**config.mk**
```make
export PLATFORM = sky130hd
export DESIGN_NAME = multi_driver_wire_resolver_top
export DESIGN_NICKNAME = d
export VERILOG_FILES = /design/src/hdl/mwr_pkg.sv /design/src/hdl/multi_driver_wire_resolver_top.sv /design/src/hdl/mwr_table.sv /design/src/hdl/mwr_resolve.sv
export SDC_FILE = /design/constraint.sdc
export NUM_CORES = 1
export LEC_CHECK = 0
export ABC_AREA = 0
export ABC_CLOCK_PERIOD_IN_PS = 6000
export BUFFER_PORTS_ARGS = -buffer_cell sky130_fd_sc_hd__buf_4
export CAP_MARGIN = 25
export CORE_MARGIN = 10
export CORE_UTILIZATION = 50
export DETAILED_ROUTE_END_ITERATION = 10
export PLACE_DENSITY = 0.68
export SYNTH_ARGS = -nofsm -noshare
export SYNTH_HDL_FRONTEND = slang
export SYNTH_SLANG_ARGS = --single-unit
```
**constraint.sdc**
```tcl
create_clock -name clk -period 6 [get_ports clk]
set_clock_uncertainty 0.2 [all_clocks]
set_input_delay 1.8 -clock clk [delete_from_list [all_inputs] [get_ports clk]]
set_output_delay 1.8 -clock clk [all_outputs]
set_load 0.02 [all_outputs]
```
**src/hdl/mwr_pkg.sv**
```systemverilog
// Package for the multi-driver wire resolver.
// Holds the driver entry type, the sequencer states and the field widths.
// No dependencies.
`default_nettype none

package mwr_pkg;

  localparam int SlotW      = 3;
  localparam int StrengthW  = 3;
  localparam int ValueW     = 16;
  localparam int LevelW     = 15;
  localparam int InDataW    = 24;
  localparam int OutDataW   = 40;
  localparam int NumDriversDefault = 8;
  localparam logic [LevelW-1:0] LevelReset = 15'd3300;

  typedef struct packed {
    logic [StrengthW-1:0]     strength;
    logic                     mode;
    logic signed [ValueW-1:0] value;
  } drive_t;

  typedef enum logic [2:0] {
    ST_IDLE,
    ST_CHECK,
    ST_SCAN,
    ST_DRAIN,
    ST_EMIT
  } state_t;

  localparam logic MODE_DIGITAL = 1'b0;
  localparam logic MODE_ANALOG  = 1'b1;

endpackage

`default_nettype wire

```
**src/hdl/multi_driver_wire_resolver_top.sv**
```systemverilog
// Top level of the multi-driver wire resolver: stream ports, sequencer,
// resolved-net registers and sensing. Uses mwr_pkg, mwr_table, mwr_resolve.
//
//   Channel   Direction  Handshake            Beat contents
//   s_*       in         s_tvalid / s_tready  one drive update for one slot
//   m_*       out        m_tvalid / m_tready  resolved net, change flag, sense
//   cfg_*     in         cfg_we               intrinsic level, 15 bits
//
// An update that changes a slot passes from input beat to result beat in
// these steps: the slot is read back, the driver table is read once per
// slot during the scan, the last read is drained and the result is loaded.
// The single table read port makes the scan read the slots one at a time.
// An update that changes nothing, or names a slot that does not exist, skips
// the scan. One update is in work at a time; a new input beat is taken
// as soon as the sequencer is idle, even while the previous result waits.
// A stalled result holds the sequencer in its final state.
// Reset (rst, synchronous) clears the table valid bits, the resolved net and
// the output valid flag, and sets the intrinsic level to 3300.
`default_nettype none

module multi_driver_wire_resolver_top #(
  parameter int NUM_DRIVERS = mwr_pkg::NumDriversDefault
) (
  input  logic                          clk,
  input  logic                          rst,
  // Input beat, from bit 0: driver_slot[2:0], drive_strength[2:0],
  // drive_mode, drive_value[15:0], one zero pad bit.
  input  logic                          s_tvalid,
  output logic                          s_tready,
  input  logic [mwr_pkg::InDataW-1:0]   s_tdata,
  // Result beat, from bit 0: wire_strength[2:0], wire_mode,
  // wire_value[15:0], wire_conflict, changed, sense_digital,
  // sense_analog[15:0], one zero pad bit.
  output logic                          m_tvalid,
  input  logic                          m_tready,
  output logic [mwr_pkg::OutDataW-1:0]  m_tdata,
  input  logic                          cfg_we,
  input  logic [mwr_pkg::LevelW-1:0]    cfg_wdata
);

  localparam int IdxW = (NUM_DRIVERS > 1) ? $clog2(NUM_DRIVERS) : 1;
  localparam logic [IdxW-1:0] LastIdx = IdxW'(NUM_DRIVERS - 1);

  mwr_pkg::state_t state, state_next;

  // Configuration register.
  logic [mwr_pkg::LevelW-1:0] intrinsic_level;

  always_ff @(posedge clk) begin
    if (rst) begin
      intrinsic_level <= mwr_pkg::LevelReset;
    end else if (cfg_we) begin
      intrinsic_level <= cfg_wdata;
    end
  end

  // Decode of the incoming beat. Digital values are normalized to 0 or 1
  // before they are compared or stored.
  logic [mwr_pkg::SlotW-1:0] in_slot;
  mwr_pkg::drive_t           in_drive;
  logic                      in_range;
  logic                      s_fire;

  always_comb begin
    in_slot           = s_tdata[2:0];
    in_drive.strength = s_tdata[5:3];
    in_drive.mode     = s_tdata[6];
    if (s_tdata[6] == mwr_pkg::MODE_ANALOG) begin
      in_drive.value = s_tdata[22:7];
    end else begin
      in_drive.value = (s_tdata[22:7] != '0) ? 16'sd1 : 16'sd0;
    end
    in_range = ({29'd0, in_slot} < NUM_DRIVERS);
  end

  assign s_tready = (state == mwr_pkg::ST_IDLE);
  assign s_fire   = s_tvalid && s_tready;

  // Captured update.
  mwr_pkg::drive_t item_drive;
  logic [IdxW-1:0] item_idx;
  logic            item_range;

  always_ff @(posedge clk) begin
    if (s_fire) begin
      item_drive <= in_drive;
      item_idx   <= IdxW'(in_slot);
      item_range <= in_range;
    end
  end

  // Table access and scan control.
  logic            rd_en;
  logic [IdxW-1:0] rd_addr;
  mwr_pkg::drive_t rd_data;
  logic            wr_en;
  logic [IdxW-1:0] scan_idx;
  logic [IdxW-1:0] scan_idx_next;
  logic            scan_pend;
  logic            upd;
  logic            upd_next;
  logic            res_clr;
  logic            out_load;
  logic            out_free;

  mwr_table #(
    .NUM_DRIVERS(NUM_DRIVERS)
  ) u_table (
    .clk     (clk),
    .rst     (rst),
    .rd_en   (rd_en),
    .rd_addr (rd_addr),
    .rd_data (rd_data),
    .wr_en   (wr_en),
    .wr_addr (item_idx),
    .wr_data (item_drive)
  );

  mwr_pkg::drive_t best;
  logic            best_conflict;

  mwr_resolve u_resolve (
    .clk      (clk),
    .clr      (res_clr),
    .strobe   (scan_pend),
    .entry    (rd_data),
    .best     (best),
    .conflict (best_conflict)
  );

  assign out_free = !m_tvalid || m_tready;

  always_comb begin
    state_next    = state;
    scan_idx_next = scan_idx;
    upd_next      = upd;
    rd_en         = 1'b0;
    rd_addr       = scan_idx;
    wr_en         = 1'b0;
    res_clr       = 1'b0;
    out_load      = 1'b0;
    unique case (state)
      mwr_pkg::ST_IDLE: begin
        // Read the addressed slot back as the beat is taken.
        rd_addr = IdxW'(in_slot);
        if (s_fire) begin
          rd_en      = in_range;
          state_next = mwr_pkg::ST_CHECK;
        end
      end
      mwr_pkg::ST_CHECK: begin
        // The write lands before the scan's first read is issued.
        if (item_range && rd_data != item_drive) begin
          wr_en         = 1'b1;
          res_clr       = 1'b1;
          upd_next      = 1'b1;
          scan_idx_next = LastIdx;
          state_next    = mwr_pkg::ST_SCAN;
        end else begin
          upd_next   = 1'b0;
          state_next = mwr_pkg::ST_EMIT;
        end
      end
      mwr_pkg::ST_SCAN: begin
        rd_en = 1'b1;
        if (scan_idx == '0) begin
          state_next = mwr_pkg::ST_DRAIN;
        end else begin
          scan_idx_next = scan_idx - IdxW'(1);
        end
      end
      mwr_pkg::ST_DRAIN: begin
        state_next = mwr_pkg::ST_EMIT;
      end
      mwr_pkg::ST_EMIT: begin
        if (out_free) begin
          out_load   = 1'b1;
          state_next = mwr_pkg::ST_IDLE;
        end
      end
      default: begin
        state_next = mwr_pkg::ST_IDLE;
      end
    endcase
  end

  always_ff @(posedge clk) begin
    if (rst) begin
      state     <= mwr_pkg::ST_IDLE;
      scan_pend <= 1'b0;
      upd       <= 1'b0;
    end else begin
      state     <= state_next;
      scan_pend <= (state == mwr_pkg::ST_SCAN);
      upd       <= upd_next;
    end
  end

  always_ff @(posedge clk) begin
    scan_idx <= scan_idx_next;
  end

  // Resolved net. On an update it takes the scan result; otherwise it holds.
  mwr_pkg::drive_t net;
  logic            net_conflict;
  mwr_pkg::drive_t net_new;
  logic            conflict_new;
  logic            changed;
  logic            sense_d;
  logic [mwr_pkg::ValueW-1:0] sense_a;
  logic signed [mwr_pkg::ValueW-1:0] half_level;

  always_comb begin
    net_new      = upd ? best : net;
    conflict_new = upd ? best_conflict : net_conflict;
    // Notify on a conflict change, on entering or leaving high impedance, or
    // on a mode or value change of a driven net. A strength change between
    // two driven strengths alone is not a change.
    changed = upd && ((best_conflict != net_conflict) ||
                      ((best.strength == '0) != (net.strength == '0)) ||
                      (best.strength != '0 &&
                       (best.mode != net.mode || best.value != net.value)));
    half_level = $signed({2'b00, intrinsic_level[mwr_pkg::LevelW-1:1]});
    if (net_new.mode == mwr_pkg::MODE_ANALOG) begin
      sense_d = (net_new.value >= half_level);
      sense_a = net_new.value;
    end else begin
      sense_d = (net_new.value != '0);
      sense_a = (net_new.value != '0) ? {1'b0, intrinsic_level} : '0;
    end
  end

  always_ff @(posedge clk) begin
    if (rst) begin
      net          <= '0;
      net_conflict <= 1'b0;
    end else if (out_load) begin
      net          <= net_new;
      net_conflict <= conflict_new;
    end
  end

  // Output register.
  always_ff @(posedge clk) begin
    if (rst) begin
      m_tvalid <= 1'b0;
    end else if (out_load) begin
      m_tvalid <= 1'b1;
    end else if (m_tready) begin
      m_tvalid <= 1'b0;
    end
  end

  always_ff @(posedge clk) begin
    if (out_load) begin
      m_tdata <= {1'b0, sense_a, sense_d, changed, conflict_new,
                  net_new.value, net_new.mode, net_new.strength};
    end
  end

endmodule

`default_nettype wire

```
**src/hdl/mwr_table.sv**
```systemverilog
// Driver table: one synchronous memory entry per driver slot, registered read.
// Per-entry valid bits make unwritten slots read as an idle driver after reset.
// Depends on mwr_pkg.
`default_nettype none

module mwr_table #(
  parameter int NUM_DRIVERS = mwr_pkg::NumDriversDefault,
  localparam int IdxW = (NUM_DRIVERS > 1) ? $clog2(NUM_DRIVERS) : 1
) (
  input  logic            clk,
  input  logic            rst,
  input  logic            rd_en,
  input  logic [IdxW-1:0] rd_addr,
  output mwr_pkg::drive_t rd_data,
  input  logic            wr_en,
  input  logic [IdxW-1:0] wr_addr,
  input  mwr_pkg::drive_t wr_data
);

  mwr_pkg::drive_t        mem [NUM_DRIVERS];
  logic [NUM_DRIVERS-1:0] valid;
  mwr_pkg::drive_t        rd_raw;
  logic                   rd_valid;

  always_ff @(posedge clk) begin
    if (wr_en) begin
      mem[wr_addr] <= wr_data;
    end
    if (rd_en) begin
      rd_raw <= mem[rd_addr];
    end
  end

  always_ff @(posedge clk) begin
    if (rst) begin
      valid    <= '0;
      rd_valid <= 1'b0;
    end else begin
      if (rd_en) begin
        rd_valid <= valid[rd_addr];
      end
      if (wr_en) begin
        valid[wr_addr] <= 1'b1;
      end
    end
  end

  assign rd_data = rd_valid ? rd_raw : '0;

endmodule

`default_nettype wire

```
**src/hdl/mwr_resolve.sv**
```systemverilog
// Resolution accumulator: takes driver entries from the highest slot down and
// keeps the winning drive and the conflict flag. Depends on mwr_pkg.
`default_nettype none

module mwr_resolve (
  input  logic            clk,
  input  logic            clr,
  input  logic            strobe,
  input  mwr_pkg::drive_t entry,
  output mwr_pkg::drive_t best,
  output logic            conflict
);

  always_ff @(posedge clk) begin
    if (clr) begin
      best     <= '0;
      conflict <= 1'b0;
    end else if (strobe && entry.strength != '0) begin
      if (entry.strength > best.strength) begin
        best     <= entry;
        conflict <= 1'b0;
      end else if (entry.strength == best.strength) begin
        if (entry.mode != best.mode || entry.value != best.value) begin
          conflict <= 1'b1;
        end
      end
    end
  end

endmodule

`default_nettype wire

```
==> flow_metrics.tcl <==
set metrics [dict create \
    cts.hold.buffers_added 0 \
    port_buffers 83 \
    path_class "register to output pin" \
    vias 8253 \
    path_clk_slew_ns 0.06 \
    cts_htree_levels 2 \
    post-dp-hpwl_mm 18.9 \
    synth.cell_area_um2 13700 \
    placed_cell_area_um2 14700 \
    clock_sink_count 317 \
    tightestPinTransition_ns 0.894 \
    gp_routability_congestion 0.811 \
    die_height_um 185 \
    commonest_non_fill_non_tap_cell_in_the_layout "sky130_fd_sc_hd__edfxtp_1" \
    beginning_of_the_worst_register_to_register_path "u_table.rd_valid" \
    synth_area_leaders "sky130_fd_sc_hd__edfxtp_1 54%, sky130_fd_sc_hd__dfxtp_1 11%, sky130_fd_sc_hd__mux4_1 7.7%" \
    ff2ff_path_depth 7 \
    worstSkewPairLatency_ns 0.52 \
    post-route-util_pct 58.7 \
    timing.reg2reg.setup_slack_ns 2.68 \
    cts_resized 0 \
    finalNonFillerCells 1406 \
    arrival_time_of_data_at_the_critical_path_endpoint_ns 1.58 \
    power.leakage_uw 0.00583 \
    antenna_found_initial 0 \
    detail_route.vias_per_cell 5.87 \
    gr-usage-all-layers_pct 17.2 \
    layout_worst_path_cycle_share_pct 59.7 \
    share_of_the_yosys_chip_area_belonging_to_registers_pct 64.4 \
    ir_drop_uv 297 \
    globalRoute.totalOverflow 0 \
    grt_max_degree 47 \
    async_flop_share_pct 0 \
    first_pass_iters 6 \
    layout-drive-gt1-share_pct 18.3 \
    worst_setup_path_endpoint "s_tready" \
    placement_rows 60 \
    initial_core_util_pct 50.7 \
    totalWireLength_mm 29.6 \
    power.combinational.fraction_pct 7.7 \
    synth_ff_type "sky130_fd_sc_hd__edfxtp_1" \
    number_of_cells_produced_by_synthesis 954 \
    setup.worst_path.end_class "output pin" \
    dp_cells 1345 \
    fin_nets 1103 \
    first_pass_grt_wire_length_mm 45.9 \
    cts_inserted_buffers 34 \
    cap_viol_max_count 0 \
    final_antenna_net_count 0 \
    yosysUniqueCellTypes 61 \
    number_of_global_route_vias_before_repair 8101 \
    post_drt_wl_per_cell_um 21.0 \
    number_of_flops_mapped_to_enable_cells_by_yosys 245 \
    antenna-diode-count 0 \
    clockPowerShare_pct 41.5 \
    setup_repair_after_global_routing_missed_its_margin "no" \
    ctsLongestPathBuffers 3 \
    yosys_warnings 0 \
    clk_root_buffer_cell "sky130_fd_sc_hd__clkbuf_16" \
    final_period_minus_worst_setup_slack_ns 3.58 \
    tritoncts "built" \
    filler_cell_count 2087 \
    crit_path_start_kind "register" \
    seq_power_share_pct 50.8 \
    cell_internal_pwr_uw 3880 \
    fp.dieW_um 185 \
    mappedNetlistNets 1017 \
    initialDrtViolationCount 613 \
    multiInputGateArea_um2 4520 \
    floorplan.die_area_um2 34400 \
    synth_top_area_cell "sky130_fd_sc_hd__edfxtp_1" \
    setup_viol 0 \
    final.setup.tns_ns 0 \
    power_density_nw_per_um2 317 \
    fmax_ghz 0.279 \
    hold_viol_final 0 \
    post-route-cell-area_um2 15800 \
    timing.critical_path.fanout_max 8 \
    status "completed" \
    startpoint "state[1]" \
    slew_headroom_pct 40.2 \
    final-max-slew-violation-count 0 \
    syn_area_per_cell_um2 14.3 \
    register_area_um2 8800 \
    area_delta_synth_final_pct 15.7 \
    yosysTopAreaCellShare_pct 53.8 \
    switching_share_pct 22.5 \
    floorplan.core_area_um2 27000 \
    cts.repair_timing.setup_buffer_count 0 \
    layout.cells.most_common_list "245 x sky130_fd_sc_hd__edfxtp_1, 102 x sky130_fd_sc_hd__buf_4, 72 x sky130_fd_sc_hd__dfxtp_1, 65 x sky130_fd_sc_hd__nor2_1, 61 x sky130_fd_sc_hd__nand2_1" \
    fin_total_pwr_uw 5020 \
    power.switching_uw 1130 \
    r2r_end "u_table.mem[7][6]" \
    worstPathRequired_ns 4.00 \
    ys_ff_latch 317 \
    floorplan.io_pins 86 \
    drcViolationCount 0 \
    hp-class "register to register" \
]
-- critical path: stages (launching register included) --
cell and delay, ns:
sky130_fd_sc_hd__dfxtp_1 0.40, sky130_fd_sc_hd__nor3_4 0.43, sky130_fd_sc_hd__buf_4 0.23
-- worst min path at each step --
stage / start / to / depth (start not counted)
floorplan: u_table.valid[2] / u_table.valid[2] / 2
global placement: u_table.valid[3] / u_table.valid[3] / 2
detailed placement: u_table.valid[3] / u_table.valid[3] / 2
CTS: u_table.valid[3] / u_table.valid[3] / 2
global route: u_table.valid[6] / u_table.valid[6] / 2
finish: u_table.valid[3] / u_table.valid[3] / 2
-- layout make-up --
class,instances,share of cell area [%]
Sequential cell,317,55.6
Tap cell,341,2.70
Clock buffer,47,6.01
Multi-Input combinational cell,542,28.6
Clock inverter,14,1.04
Inverter,41,0.973
Timing Repair Buffer,104,5.09
-- routing by layer --
layer,vias up,wire (um),GRT usage (%)
li1,3856,-,-
met1,4116,12700,22.0
met2,225,14800,29.3
met3,56,1490,2.61
met4,0,647,5.49
met5,-,0,0
-- per-stage QoR --
| stage | worst slack [ns] | hold WS, ns |
|---|---|---|
| floorplan | 1.60 | 0.211 |
| global placement | 1.77 | 0.224 |
| detailed placement | 1.92 | 0.238 |
| CTS | 2.38 | 0.252 |
| global route | 2.34 | 0.266 |
| finish | 2.42 | 0.250 |
-- registers in the layout (all words and copies together) (netlist names) --
name / flops
u_resolve.conflict: 1
intrinsic_level: 15
scan_pend: 1
u_table.mem: 160
u_table.rd_valid: 1
item_drive: 20
state: 3
net_conflict: 1
upd: 1
scan_idx: 3
item_idx: 3
u_table.valid: 8
net: 20
u_resolve.best: 20
m_tdata: 39
m_tvalid: 1
u_table.rd_raw: 20
-- cells in the mapped netlist (3+ instances only) --
cell                          n
sky130_fd_sc_hd__mux2i_1     34
sky130_fd_sc_hd__o41ai_1      7
sky130_fd_sc_hd__nor3_1       6
sky130_fd_sc_hd__xor2_1      25
sky130_fd_sc_hd__nor2_1      65
sky130_fd_sc_hd__nand2_1     61
sky130_fd_sc_hd__xnor2_1     11
sky130_fd_sc_hd__nand4b_1    10
sky130_fd_sc_hd__a211oi_1    19
sky130_fd_sc_hd__buf_6        5
sky130_fd_sc_hd__buf_1        5
sky130_fd_sc_hd__inv_1       40
sky130_fd_sc_hd__a31oi_1      6
sky130_fd_sc_hd__o32ai_1      6
sky130_fd_sc_hd__dfxtp_1     72
sky130_fd_sc_hd__ha_1        19
sky130_fd_sc_hd__nor4bb_1     6
sky130_fd_sc_hd__clkbuf_1    35
sky130_fd_sc_hd__a21oi_1     30
sky130_fd_sc_hd__and2_1      17
sky130_fd_sc_hd__edfxtp_1   245
sky130_fd_sc_hd__nand2b_1     4
sky130_fd_sc_hd__buf_2        8
sky130_fd_sc_hd__nor4b_1      3
sky130_fd_sc_hd__o22ai_1     10
sky130_fd_sc_hd__mux2_2      24
sky130_fd_sc_hd__o21ai_0     28
sky130_fd_sc_hd__a21o_1       7
sky130_fd_sc_hd__a2bb2oi_1    4
sky130_fd_sc_hd__nor4_1      16
sky130_fd_sc_hd__nand4_1      9
sky130_fd_sc_hd__nand3_1     27
sky130_fd_sc_hd__nor2b_1      3
sky130_fd_sc_hd__o211ai_1     8
sky130_fd_sc_hd__o21a_1       6
sky130_fd_sc_hd__mux4_1      40
-- cells by family (layout without fill, tap and decap cells) --
| group | after synthesis | in the layout | synth area share [%] |
|---|---|---|---|
| buffers and inverters | 95 | 206 | 2.98 |
| multiplexers | 101 | 101 | 12.6 |
| XOR/XNOR | 36 | 36 | 2.31 |
| AND/OR/NAND/NOR | 240 | 240 | 8.93 |
| adder cells (fa/ha/maj) | 19 | 19 | 1.74 |
| flip-flops | 317 | 317 | 64.4 |
| other | 1 | 1 | 0.0274 |
| AO/OA/AOI/OAI | 145 | 145 | 7.07 |
-- power by group through the flow --
stage               logic [uW]  clock network [uW]  registers, uW
floorplan                  292                   0           2550
global placement           376                   0           2590
detailed placement         389                   0           2590
CTS                        391                2120           2550
global route               422                2210           2560
finish                     386                2080           2550
Power figures use the tool's default switching activity.
